--- src/hw/rtl/lbad_pkg.sv ---
// ----------------------------------------------------------------------------
// lbad_pkg
// Shared types and constants of the LED blink and alert mode driver.
// ----------------------------------------------------------------------------
`default_nettype none

package lbad_pkg;

    localparam int LEVEL_W  = 9;
    localparam int PERIOD_W = 8;
    localparam int BLINKS_W = 4;
    localparam int TOGGLE_W = BLINKS_W + 1;
    localparam int OP_W     = 3;
    localparam int CODE_W   = 2;
    localparam int CFG_IDX_W = 2;
    localparam int MIX_W    = 17;

    localparam logic [LEVEL_W-1:0]  FULL_LEVEL      = 9'd256;
    localparam logic [LEVEL_W-1:0]  FOCUS_THRESH    = 9'd128;
    localparam logic [LEVEL_W-1:0]  FOCUS_LO_BASE   = 9'd108;
    localparam logic [LEVEL_W-1:0]  FOCUS_LO_BLINK  = 9'd20;
    localparam logic [MIX_W-1:0]    FOCUS_HI_GAIN   = 17'd174;
    localparam logic [MIX_W-1:0]    FOCUS_HI_BLINK  = 17'd20992;
    localparam logic [MIX_W-1:0]    FOCUS_ROUND     = 17'd128;

    localparam logic [PERIOD_W-1:0] BLINK_PERIOD_RST = 8'd20;
    localparam logic [PERIOD_W-1:0] ALERT_PERIOD_RST = 8'd23;
    localparam logic [BLINKS_W-1:0] ALERT_BLINKS_RST = 4'd4;

    typedef enum logic [OP_W-1:0] {
        OP_TICK       = 3'd0,
        OP_SET_LEVEL  = 3'd1,
        OP_FOCUS      = 3'd2,
        OP_VALUE      = 3'd3,
        OP_ALERT      = 3'd4,
        OP_BLINK_ONCE = 3'd5
    } t_op;

    typedef enum logic [CFG_IDX_W-1:0] {
        CFG_BLINK_PERIOD = 2'd0,
        CFG_ALERT_PERIOD = 2'd1,
        CFG_ALERT_BLINKS = 2'd2
    } t_cfg_idx;

    typedef enum logic [3:0] {
        MODE_VALUE = 4'b0001,
        MODE_FOCUS = 4'b0010,
        MODE_ALERT = 4'b0100,
        MODE_ONCE  = 4'b1000
    } t_mode;

    localparam logic [CODE_W-1:0] CODE_VALUE = 2'd0;
    localparam logic [CODE_W-1:0] CODE_FOCUS = 2'd1;
    localparam logic [CODE_W-1:0] CODE_ALERT = 2'd2;
    localparam logic [CODE_W-1:0] CODE_ONCE  = 2'd3;

    typedef struct packed {
        logic [OP_W-1:0]    op;
        logic [LEVEL_W-1:0] level;
    } t_item;

    typedef struct packed {
        logic [LEVEL_W-1:0] brightness;
        logic [CODE_W-1:0]  mode;
    } t_result;

    typedef struct packed {
        logic                 valid;
        logic [CFG_IDX_W-1:0] index;
        logic [PERIOD_W-1:0]  data;
    } t_cfg_wr;

    function automatic logic [CODE_W-1:0] mode_code(input t_mode m);
        logic [CODE_W-1:0] c;
        unique case (m)
            MODE_VALUE: c = CODE_VALUE;
            MODE_FOCUS: c = CODE_FOCUS;
            MODE_ALERT: c = CODE_ALERT;
            MODE_ONCE:  c = CODE_ONCE;
            default:    c = CODE_VALUE;
        endcase
        return c;
    endfunction

endpackage

`default_nettype wire

--- src/hw/rtl/lbad_in_stage.sv ---
// ----------------------------------------------------------------------------
// lbad_in_stage
// Input register: captures one request and holds it until the core takes it.
// ----------------------------------------------------------------------------
`default_nettype none

module lbad_in_stage (
    input  wire logic           i_clk,
    input  wire logic           i_rst_n,
    input  wire logic           i_valid,
    output logic                o_ready,
    input  wire lbad_pkg::t_item i_item,
    input  wire logic           i_take,
    output logic                o_valid,
    output lbad_pkg::t_item     o_item
);

    logic            r_valid;
    logic            n_valid;
    lbad_pkg::t_item r_item;

    assign o_ready = !r_valid || i_take;
    assign o_valid = r_valid;
    assign o_item  = r_item;

    always_comb begin
        n_valid = r_valid;
        if (o_ready) begin
            n_valid = i_valid;
        end
    end

    always_ff @(posedge i_clk) begin
        if (!i_rst_n) begin
            r_valid <= 1'b0;
        end else begin
            r_valid <= n_valid;
        end
    end

    always_ff @(posedge i_clk) begin
        if (o_ready && i_valid) begin
            r_item <= i_item;
        end
    end

endmodule

`default_nettype wire

--- src/hw/rtl/lbad_core.sv ---
// ----------------------------------------------------------------------------
// lbad_core
// Mode state, blink timers and brightness for one request per cycle while i_adv is high.
// ----------------------------------------------------------------------------
`default_nettype none

module lbad_core (
    input  wire logic              i_clk,
    input  wire logic              i_rst_n,
    input  wire lbad_pkg::t_cfg_wr i_cfg,
    input  wire logic              i_adv,
    input  wire lbad_pkg::t_item   i_item,
    output logic                   o_res_valid,
    output lbad_pkg::t_result      o_res
);

    logic [lbad_pkg::PERIOD_W-1:0] r_blink_period;
    logic [lbad_pkg::PERIOD_W-1:0] r_alert_period;
    logic [lbad_pkg::BLINKS_W-1:0] r_alert_blinks;

    lbad_pkg::t_mode               r_mode;
    lbad_pkg::t_mode               n_mode;
    lbad_pkg::t_mode               r_ret;
    lbad_pkg::t_mode               n_ret;
    logic [lbad_pkg::LEVEL_W-1:0]  r_level;
    logic [lbad_pkg::LEVEL_W-1:0]  n_level;
    logic                          r_bit;
    logic                          n_bit;
    logic [lbad_pkg::PERIOD_W-1:0] r_period;
    logic [lbad_pkg::PERIOD_W-1:0] n_period;
    logic [lbad_pkg::TOGGLE_W-1:0] r_toggles;
    logic [lbad_pkg::TOGGLE_W-1:0] n_toggles;

    logic                          w_in_blink;
    logic                          w_period_exp;
    logic                          w_toggles_exp;
    logic [lbad_pkg::MIX_W-1:0]    w_mix;
    logic [lbad_pkg::LEVEL_W-1:0]  w_focus;
    logic [lbad_pkg::LEVEL_W-1:0]  w_bright;
    logic [lbad_pkg::LEVEL_W-1:0]  w_flash;
    logic [lbad_pkg::TOGGLE_W-1:0] w_toggle_load;

    assign w_in_blink    = (r_mode == lbad_pkg::MODE_ALERT) || (r_mode == lbad_pkg::MODE_ONCE);
    assign w_period_exp  = (r_period <= lbad_pkg::PERIOD_W'(1));
    assign w_toggles_exp = (r_toggles <= lbad_pkg::TOGGLE_W'(1));
    assign w_toggle_load = {r_alert_blinks, 1'b0};
    assign w_flash       = r_bit ? lbad_pkg::FULL_LEVEL : '0;

    assign w_mix = lbad_pkg::MIX_W'(r_level) * lbad_pkg::FOCUS_HI_GAIN
                 + (r_bit ? lbad_pkg::FOCUS_HI_BLINK : '0)
                 + lbad_pkg::FOCUS_ROUND;

    always_comb begin
        if (r_level > lbad_pkg::FOCUS_THRESH) begin
            w_focus = w_mix[lbad_pkg::MIX_W-1:8];
        end else begin
            w_focus = lbad_pkg::FOCUS_LO_BASE + (r_bit ? lbad_pkg::FOCUS_LO_BLINK : '0);
        end
    end

    always_comb begin
        n_mode      = r_mode;
        n_ret       = r_ret;
        n_level     = r_level;
        n_bit       = r_bit;
        n_period    = r_period;
        n_toggles   = r_toggles;
        w_bright    = '0;
        o_res_valid = 1'b0;
        if (i_adv) begin
            unique case (lbad_pkg::t_op'(i_item.op))
                lbad_pkg::OP_SET_LEVEL: begin
                    n_level = (i_item.level > lbad_pkg::FULL_LEVEL) ?
                              lbad_pkg::FULL_LEVEL : i_item.level;
                end
                lbad_pkg::OP_FOCUS: begin
                    if (w_in_blink) begin
                        n_ret = lbad_pkg::MODE_FOCUS;
                    end else begin
                        n_mode = lbad_pkg::MODE_FOCUS;
                    end
                end
                lbad_pkg::OP_VALUE: begin
                    n_mode = lbad_pkg::MODE_VALUE;
                end
                lbad_pkg::OP_ALERT: begin
                    n_bit    = 1'b0;
                    n_period = r_alert_period;
                    if (!w_in_blink) begin
                        n_ret = r_mode;
                    end
                    n_mode = lbad_pkg::MODE_ALERT;
                end
                lbad_pkg::OP_BLINK_ONCE: begin
                    if (!w_in_blink) begin
                        n_bit    = (r_level == '0);
                        n_period = r_blink_period;
                        n_ret    = r_mode;
                        n_mode   = lbad_pkg::MODE_ONCE;
                    end
                end
                lbad_pkg::OP_TICK: begin
                    o_res_valid = 1'b1;
                    unique case (r_mode)
                        lbad_pkg::MODE_VALUE: begin
                            w_bright = r_level;
                        end
                        lbad_pkg::MODE_FOCUS: begin
                            w_bright = w_focus;
                            if (w_period_exp) begin
                                n_period = r_alert_period;
                                n_bit    = !r_bit;
                            end else begin
                                n_period = r_period - 1'b1;
                            end
                        end
                        lbad_pkg::MODE_ALERT: begin
                            w_bright = w_flash;
                            if (w_period_exp) begin
                                if (w_toggles_exp) begin
                                    n_toggles = w_toggle_load;
                                    n_mode    = r_ret;
                                end else begin
                                    n_toggles = r_toggles - 1'b1;
                                end
                                n_bit    = !r_bit;
                                n_period = r_alert_period;
                            end else begin
                                n_period = r_period - 1'b1;
                            end
                        end
                        lbad_pkg::MODE_ONCE: begin
                            w_bright = w_flash;
                            if (w_period_exp) begin
                                n_bit    = !r_bit;
                                n_mode   = r_ret;
                                n_period = r_blink_period;
                            end else begin
                                n_period = r_period - 1'b1;
                            end
                        end
                        default: begin
                            w_bright = '0;
                        end
                    endcase
                end
                default: begin
                end
            endcase
        end
    end

    assign o_res.brightness = w_bright;
    assign o_res.mode       = lbad_pkg::mode_code(r_mode);

    always_ff @(posedge i_clk) begin
        if (!i_rst_n) begin
            r_blink_period <= lbad_pkg::BLINK_PERIOD_RST;
            r_alert_period <= lbad_pkg::ALERT_PERIOD_RST;
            r_alert_blinks <= lbad_pkg::ALERT_BLINKS_RST;
        end else if (i_cfg.valid) begin
            unique case (lbad_pkg::t_cfg_idx'(i_cfg.index))
                lbad_pkg::CFG_BLINK_PERIOD: r_blink_period <= i_cfg.data;
                lbad_pkg::CFG_ALERT_PERIOD: r_alert_period <= i_cfg.data;
                lbad_pkg::CFG_ALERT_BLINKS: r_alert_blinks <= i_cfg.data[lbad_pkg::BLINKS_W-1:0];
                default: begin
                end
            endcase
        end
    end

    always_ff @(posedge i_clk) begin
        if (!i_rst_n) begin
            r_mode    <= lbad_pkg::MODE_VALUE;
            r_ret     <= lbad_pkg::MODE_VALUE;
            r_level   <= '0;
            r_bit     <= 1'b0;
            r_period  <= lbad_pkg::BLINK_PERIOD_RST;
            r_toggles <= {lbad_pkg::ALERT_BLINKS_RST, 1'b0};
        end else begin
            r_mode    <= n_mode;
            r_ret     <= n_ret;
            r_level   <= n_level;
            r_bit     <= n_bit;
            r_period  <= n_period;
            r_toggles <= n_toggles;
        end
    end

endmodule

`default_nettype wire

--- src/hw/rtl/lbad_out_stage.sv ---
// ----------------------------------------------------------------------------
// lbad_out_stage
// Result register with a skid entry, so one result can wait without stalling input.
// ----------------------------------------------------------------------------
`default_nettype none

module lbad_out_stage (
    input  wire logic              i_clk,
    input  wire logic              i_rst_n,
    input  wire logic              i_push,
    input  wire lbad_pkg::t_result i_res,
    output logic                   o_space,
    output logic                   o_valid,
    input  wire logic              i_ready,
    output lbad_pkg::t_result      o_res
);

    logic              r_out_valid;
    logic              n_out_valid;
    logic              r_skid_valid;
    logic              n_skid_valid;
    lbad_pkg::t_result r_out;
    lbad_pkg::t_result r_skid;
    logic              w_pop;
    logic              w_load_out;
    logic              w_load_skid;
    logic              w_from_skid;

    assign o_space = !r_skid_valid;
    assign o_valid = r_out_valid;
    assign o_res   = r_out;
    assign w_pop   = r_out_valid && i_ready;

    always_comb begin
        n_out_valid  = r_out_valid;
        n_skid_valid = r_skid_valid;
        w_load_out   = 1'b0;
        w_load_skid  = 1'b0;
        w_from_skid  = 1'b0;
        if (i_push && (!r_out_valid || w_pop)) begin
            n_out_valid = 1'b1;
            w_load_out  = 1'b1;
        end else if (i_push) begin
            n_skid_valid = 1'b1;
            w_load_skid  = 1'b1;
        end else if (w_pop && r_skid_valid) begin
            n_skid_valid = 1'b0;
            w_from_skid  = 1'b1;
        end else if (w_pop) begin
            n_out_valid = 1'b0;
        end
    end

    always_ff @(posedge i_clk) begin
        if (!i_rst_n) begin
            r_out_valid  <= 1'b0;
            r_skid_valid <= 1'b0;
        end else begin
            r_out_valid  <= n_out_valid;
            r_skid_valid <= n_skid_valid;
        end
    end

    always_ff @(posedge i_clk) begin
        if (w_load_out) begin
            r_out <= i_res;
        end else if (w_from_skid) begin
            r_out <= r_skid;
        end
        if (w_load_skid) begin
            r_skid <= i_res;
        end
    end

endmodule

`default_nettype wire

--- src/hw/rtl/led_blink_alert_mode_driver_core.sv ---
// ----------------------------------------------------------------------------
// led_blink_alert_mode_driver_core
// LED brightness driver with value, focus, alert and single-blink modes.
//
//   channel  dir  handshake                    payload
//   s_axis   in   s_axis_tvalid/s_axis_tready  tuser op, tdata level
//   m_axis   out  m_axis_tvalid/m_axis_tready  tdata brightness, mode
//   cfg      in   i_cfg_valid/o_cfg_ready      i_cfg_index, i_cfg_data
//
// One request per cycle while the skid entry is free; ticks give results.
// The whole mode and timer update sits between the input and result registers.
// Reset restores register defaults and value mode with zero level.
// A stalled result is held in a skid entry; input stops only when it is full.
// ----------------------------------------------------------------------------
`default_nettype none

module led_blink_alert_mode_driver_core (
    input  wire logic        i_clk,
    input  wire logic        i_rst_n,
    input  wire logic        s_axis_tvalid,
    output logic             s_axis_tready,
    input  wire logic [15:0] s_axis_tdata,   // [8:0] level
    input  wire logic [2:0]  s_axis_tuser,   // [2:0] op
    output logic             m_axis_tvalid,
    input  wire logic        m_axis_tready,
    output logic [15:0]      m_axis_tdata,   // [8:0] brightness, [10:9] mode
    input  wire logic        i_cfg_valid,
    output logic             o_cfg_ready,
    input  wire logic [1:0]  i_cfg_index,
    input  wire logic [7:0]  i_cfg_data
);

    lbad_pkg::t_item   w_in_item;
    lbad_pkg::t_item   w_item;
    lbad_pkg::t_result w_res;
    lbad_pkg::t_result w_out_res;
    lbad_pkg::t_cfg_wr w_cfg;
    logic              w_item_valid;
    logic              w_out_space;
    logic              w_adv;
    logic              w_res_valid;

    assign w_in_item.op    = s_axis_tuser;
    assign w_in_item.level = s_axis_tdata[lbad_pkg::LEVEL_W-1:0];

    assign o_cfg_ready = 1'b1;
    assign w_cfg.valid = i_cfg_valid;
    assign w_cfg.index = i_cfg_index;
    assign w_cfg.data  = i_cfg_data;

    assign w_adv = w_item_valid && w_out_space;

    lbad_in_stage u_in (
        .i_clk   (i_clk),
        .i_rst_n (i_rst_n),
        .i_valid (s_axis_tvalid),
        .o_ready (s_axis_tready),
        .i_item  (w_in_item),
        .i_take  (w_adv),
        .o_valid (w_item_valid),
        .o_item  (w_item)
    );

    lbad_core u_core (
        .i_clk       (i_clk),
        .i_rst_n     (i_rst_n),
        .i_cfg       (w_cfg),
        .i_adv       (w_adv),
        .i_item      (w_item),
        .o_res_valid (w_res_valid),
        .o_res       (w_res)
    );

    lbad_out_stage u_out (
        .i_clk   (i_clk),
        .i_rst_n (i_rst_n),
        .i_push  (w_res_valid),
        .i_res   (w_res),
        .o_space (w_out_space),
        .o_valid (m_axis_tvalid),
        .i_ready (m_axis_tready),
        .o_res   (w_out_res)
    );

    assign m_axis_tdata = {5'd0, w_out_res.mode, w_out_res.brightness};

    a_skid_implies_out: assert property (@(posedge i_clk) disable iff (!i_rst_n)
        !w_out_space |-> m_axis_tvalid)
        else $error("skid entry full while result register empty");

    a_result_only_on_tick: assert property (@(posedge i_clk) disable iff (!i_rst_n)
        w_res_valid |-> (w_adv && (w_item.op == lbad_pkg::OP_TICK)))
        else $error("result raised without an accepted tick");

    a_result_reaches_out: assert property (@(posedge i_clk) disable iff (!i_rst_n)
        w_res_valid |=> m_axis_tvalid)
        else $error("pushed result not presented");

endmodule

`default_nettype wire

--- config.mk ---
export PLATFORM = sky130hd
export DESIGN_NAME = led_blink_alert_mode_driver_core
export DESIGN_NICKNAME = d
export VERILOG_FILES = /design/src/hw/rtl/lbad_pkg.sv /design/src/hw/rtl/lbad_in_stage.sv /design/src/hw/rtl/lbad_core.sv /design/src/hw/rtl/lbad_out_stage.sv /design/src/hw/rtl/led_blink_alert_mode_driver_core.sv
export SDC_FILE = /design/constraint.sdc
export NUM_CORES = 1
export LEC_CHECK = 0
export CAP_MARGIN = 20
export CORE_ASPECT_RATIO = 0.5
export CORE_MARGIN = 4
export CORE_UTILIZATION = 30
export DETAILED_ROUTE_END_ITERATION = 7
export DONT_BUFFER_PORTS = 1
export HOLD_SLACK_MARGIN = 0.03
export PLACE_DENSITY = 0.55
export REMOVE_ABC_BUFFERS = 1
export SYNTH_ARGS = -nofsm -noshare
export SYNTH_HDL_FRONTEND = slang
export SYNTH_SLANG_ARGS = --single-unit
--- constraint.sdc ---
create_clock -name i_clk -period 5.2 [get_ports i_clk]
set_input_delay 1.56 -clock i_clk [delete_from_list [all_inputs] [get_ports i_clk]]
set_output_delay 1.56 -clock i_clk [all_outputs]
set_load 0.05 [all_outputs]
==> out/metrics.yaml <==
cts:
  hold_buffers: 0
  cts_tree: "yes"
  numCtsBuffers: 9
  clkTransAtPathRegs_ns: 0.06
  root_buffer: "clkbuf_16"
  cts.sinks: 88
  clk_path_buf_depth: 2
  clk_latency_ns: 0.35
  ctsHtreeMaxLevel: 3
routing:
  vias_per_cell: 4.943
  ant_nets: 0
  drt_first_iter_violations: 264
  vias: 4637
  wirelength_mm: 13.73
  wl_per_cell_um: 14.64
  drcViolationCount: 0
  firstDrtPassIters: 5
yosys:
  yosysUniqueCellTypes: 72
  synth.largest_area_cell: "dfxtp_1"
  synthFlopType: "dfxtp_1"
  synth_edf_count: 34
  netlist_instances: 631
  ys_ff_latch: 88
  yosysSeqAreaShare: 0.3505
  synth.most_common_cell: "nand2_1"
  syn_avg_cell_area_um2: 9.504
  synthTopCellsByCount: "60 x nand2_1, 59 x ha_1, 54 x dfxtp_1"
  yosys_warnings: 0
  synth_top_area_frac: 0.1803
  async_reset_ff_frac: 0
  synth_area_leaders: "dfxtp_1 18%, edfxtp_1 17%, ha_1 12%"
  netlist_area_um2: 5997
sta:
  skew_ns: 0.005898
  rsz0062_at_grt: "yes"
  setup_slack_ns: -0.05942
  setup_viol: 4
  fmax_mhz: 190.1
  finalCriticalPeriod_ns: 5.259
  tightest_slew_ns: 1.183
  hold_viol_final: 0
  worst_slew_margin_rel: 0.2091
  slew_viol_final: 0
  finalCritPeriodShare: 1.011
die:
  die_height_um: 108.0
  die_x_um: 208.0
  ios: 53
  start_util: 0.3068
  coreArea_um2: 19550
  dieArea_um2: 22450
  fp-row-count: 36
global_routing:
  grt_pass1_wl_mm: 22.54
  antenna_found_initial: 0
  overflow: 0
  grt_max_degree: 55
  first_global_vias: 4492
  grtUsageTotal: 0.1219
power:
  p_leak_nw: 3.007
  irDropWorstVdd_mv: 0.1197
  power_per_cell_area_nw_per_um2: 215.2
  total_power_w: 0.001552
flow_run:
  drv_cap: 0
placed_design:
  finalWeightedCongestion: 0.7959
  dpl.hpwl_mm: 10.25
  pre_cts_slack_ns: -0.3788
  io_buffers: 0
final_layout:
  nets: 776
  diodes: 0
  multi_input_area_um2: 3914
  drive_gt1_frac: 0.1920
  syn2layout_area_growth_pct: 20.26
  fill_cells: 1978
  seq_area_um2: 2116
hold_path:
  hold_path_class: "reg2reg"
setup_path:
  cp-end-kind: "flop"
  critical_path_class: "reg2reg"
  crit_top_cell: "inv_2"
  start_kind: "flop"
  crit_fanout: 3
  worst_ep_arrival_time_ns: 5.32
  worst_path_dominant_cell_family: "adder cells"
  max_stage_delay_ns: 0.54
  crit_path_top_delay_cell: "fa_1"
  cp_cell_sequence: "ha_4, inv_2, fa_1, inv_2, fa_1, inv_2, fa_1, inv_2, ha_4, a211oi_4, nor2_2, o41ai_2, nor2b_2, buf_4, xnor2_2, ha_1, nor2b_4, a41o_1, a31oi_4, xnor2_2, a221oi_2, o31ai_2"
  crit_buf_inv: 5
  worstPathRequired_ns: 5.26
status:
  violations: "setup timing"
  status: "finished, violations left"
==> final cells by class <==
type | instances | area share
clock inverter | 4 | 0.006766
multi-input combinational | 476 | 0.5427
tap | 266 | 0.04615
inverter | 45 | 0.02342
sequential | 88 | 0.2934
clock buffer | 12 | 0.03713
timing repair buffer | 47 | 0.05049
==> layer usage <==
layer	global-route usage	part of all wire
met5	0	0
met1	0.1611	0.48
met2	0.2027	0.46
met4	0.03841	0.017
met3	0.02580	0.043
==> logic make-up (layout without fill, tap and decap cells) <==
group / count (synthesis) / count (layout) / synth area share
adders and majority gates: 75 / 75 / 0.1765
other: 2 / 6 / 0.001252
xor gates and xnor gates: 20 / 20 / 0.02921
and+or+nand+nor: 210 / 210 / 0.1859
DFF: 88 / 88 / 0.3505
buffers and inverters: 71 / 108 / 0.04861
AOI/OAI and AO/OA: 136 / 136 / 0.1584
muxes: 29 / 29 / 0.04965
==> state kept, by name (all words and copies together) (netlist names), 5 cells and up <==
name / count
u_out.o_res: 11
u_core.r_alert_period: 8
u_core.r_period: 8
u_core.r_blink_period: 8
u_core.r_toggles: 5
u_core.r_level: 9
u_out.r_skid: 11
u_in.o_item: 12
==> repair_timing <==
action                                  in CTS  in global routing
resized for setup                           29                 37
buffers inserted                             6                  6
pin swaps                                   18                 29
endpoints found under the setup margin       9                 12
==> worst paths after layout <==
check / startpoint / to / slack, ns / cells after the start
hold / removal: u_core.r_ret[2]$_SDFFE_PN0P_ / u_core.r_ret[2]$_SDFFE_PN0P_ / 0.47 / 2
setup reg to reg: u_core.r_level[1]$_SDFFE_PN0P_ / u_out.o_res[9]$_DFFE_PP_ / -0.06 / 22
hold reg to reg: u_core.r_ret[2]$_SDFFE_PN0P_ / u_core.r_ret[2]$_SDFFE_PN0P_ / 0.47 / 2
setup / recovery: u_core.r_level[1]$_SDFFE_PN0P_ / u_out.o_res[9]$_DFFE_PP_ / -0.06 / 22
==> metrics by stage <==
step / setup TNS [ns] / instance area (µm²) / util / std cells / hold slack [ns]
CTS: 0 / 6993 / 0.3577 / 933 / 0.4754
finish: -0.1574 / 7212 / 0.3689 / 938 / 0.4744
global route: -2.446 / 7212 / 0.3689 / 938 / 0.5106
global placement: -1.693 / 6497 / 0.3324 / 911 / 0.4545
detailed placement: -1.938 / 6497 / 0.3324 / 911 / 0.4660
floorplan: -0.3521 / 5889 / - / 609 / 0.4376
==> worst register-to-register path, stage by stage (launching register included) <==
cell and delay (ns):
dfxtp_2 0.34, ha_4 0.26, inv_2 0.03, fa_1 0.54, inv_2 0.04, fa_1 0.51, inv_2 0.04, fa_1 0.54
inv_2 0.05, ha_4 0.17, a211oi_4 0.20, nor2_2 0.08, o41ai_2 0.37, nor2b_2 0.22, buf_4 0.12, xnor2_2 0.10
ha_1 0.27, nor2b_4 0.13, a41o_1 0.28, a31oi_4 0.19, xnor2_2 0.09, a221oi_2 0.33, o31ai_2 0.09
==> placed cells by master (no fill, tap or decap), types with 6 or more instances in the layout <==
cell type / count
buf_4: 44
o21ai_0: 16
nor2_1: 37
a22oi_1: 6
nor2b_1: 33
nor3_1: 9
nand3b_1: 6
ha_1: 53
ha_4: 6
mux2i_1: 23
xor2_1: 9
nand2b_1: 8
o211ai_1: 10
a21oi_1: 33
nand2_1: 60
conb_1: 6
a311oi_1: 6
and2_1: 7
fa_1: 16
edfxtp_1: 34
dfxtp_1: 49
clkbuf_16: 10
xnor2_1: 6
nor3b_1: 12
inv_1: 40
==> report_power, final <==
part           switching, W  internal [W]
sequential        0.0000207      0.000730
clock              0.000270      0.000415
combinational     0.0000684     0.0000488
Note: power is estimated with default switching activity, not from simulation.
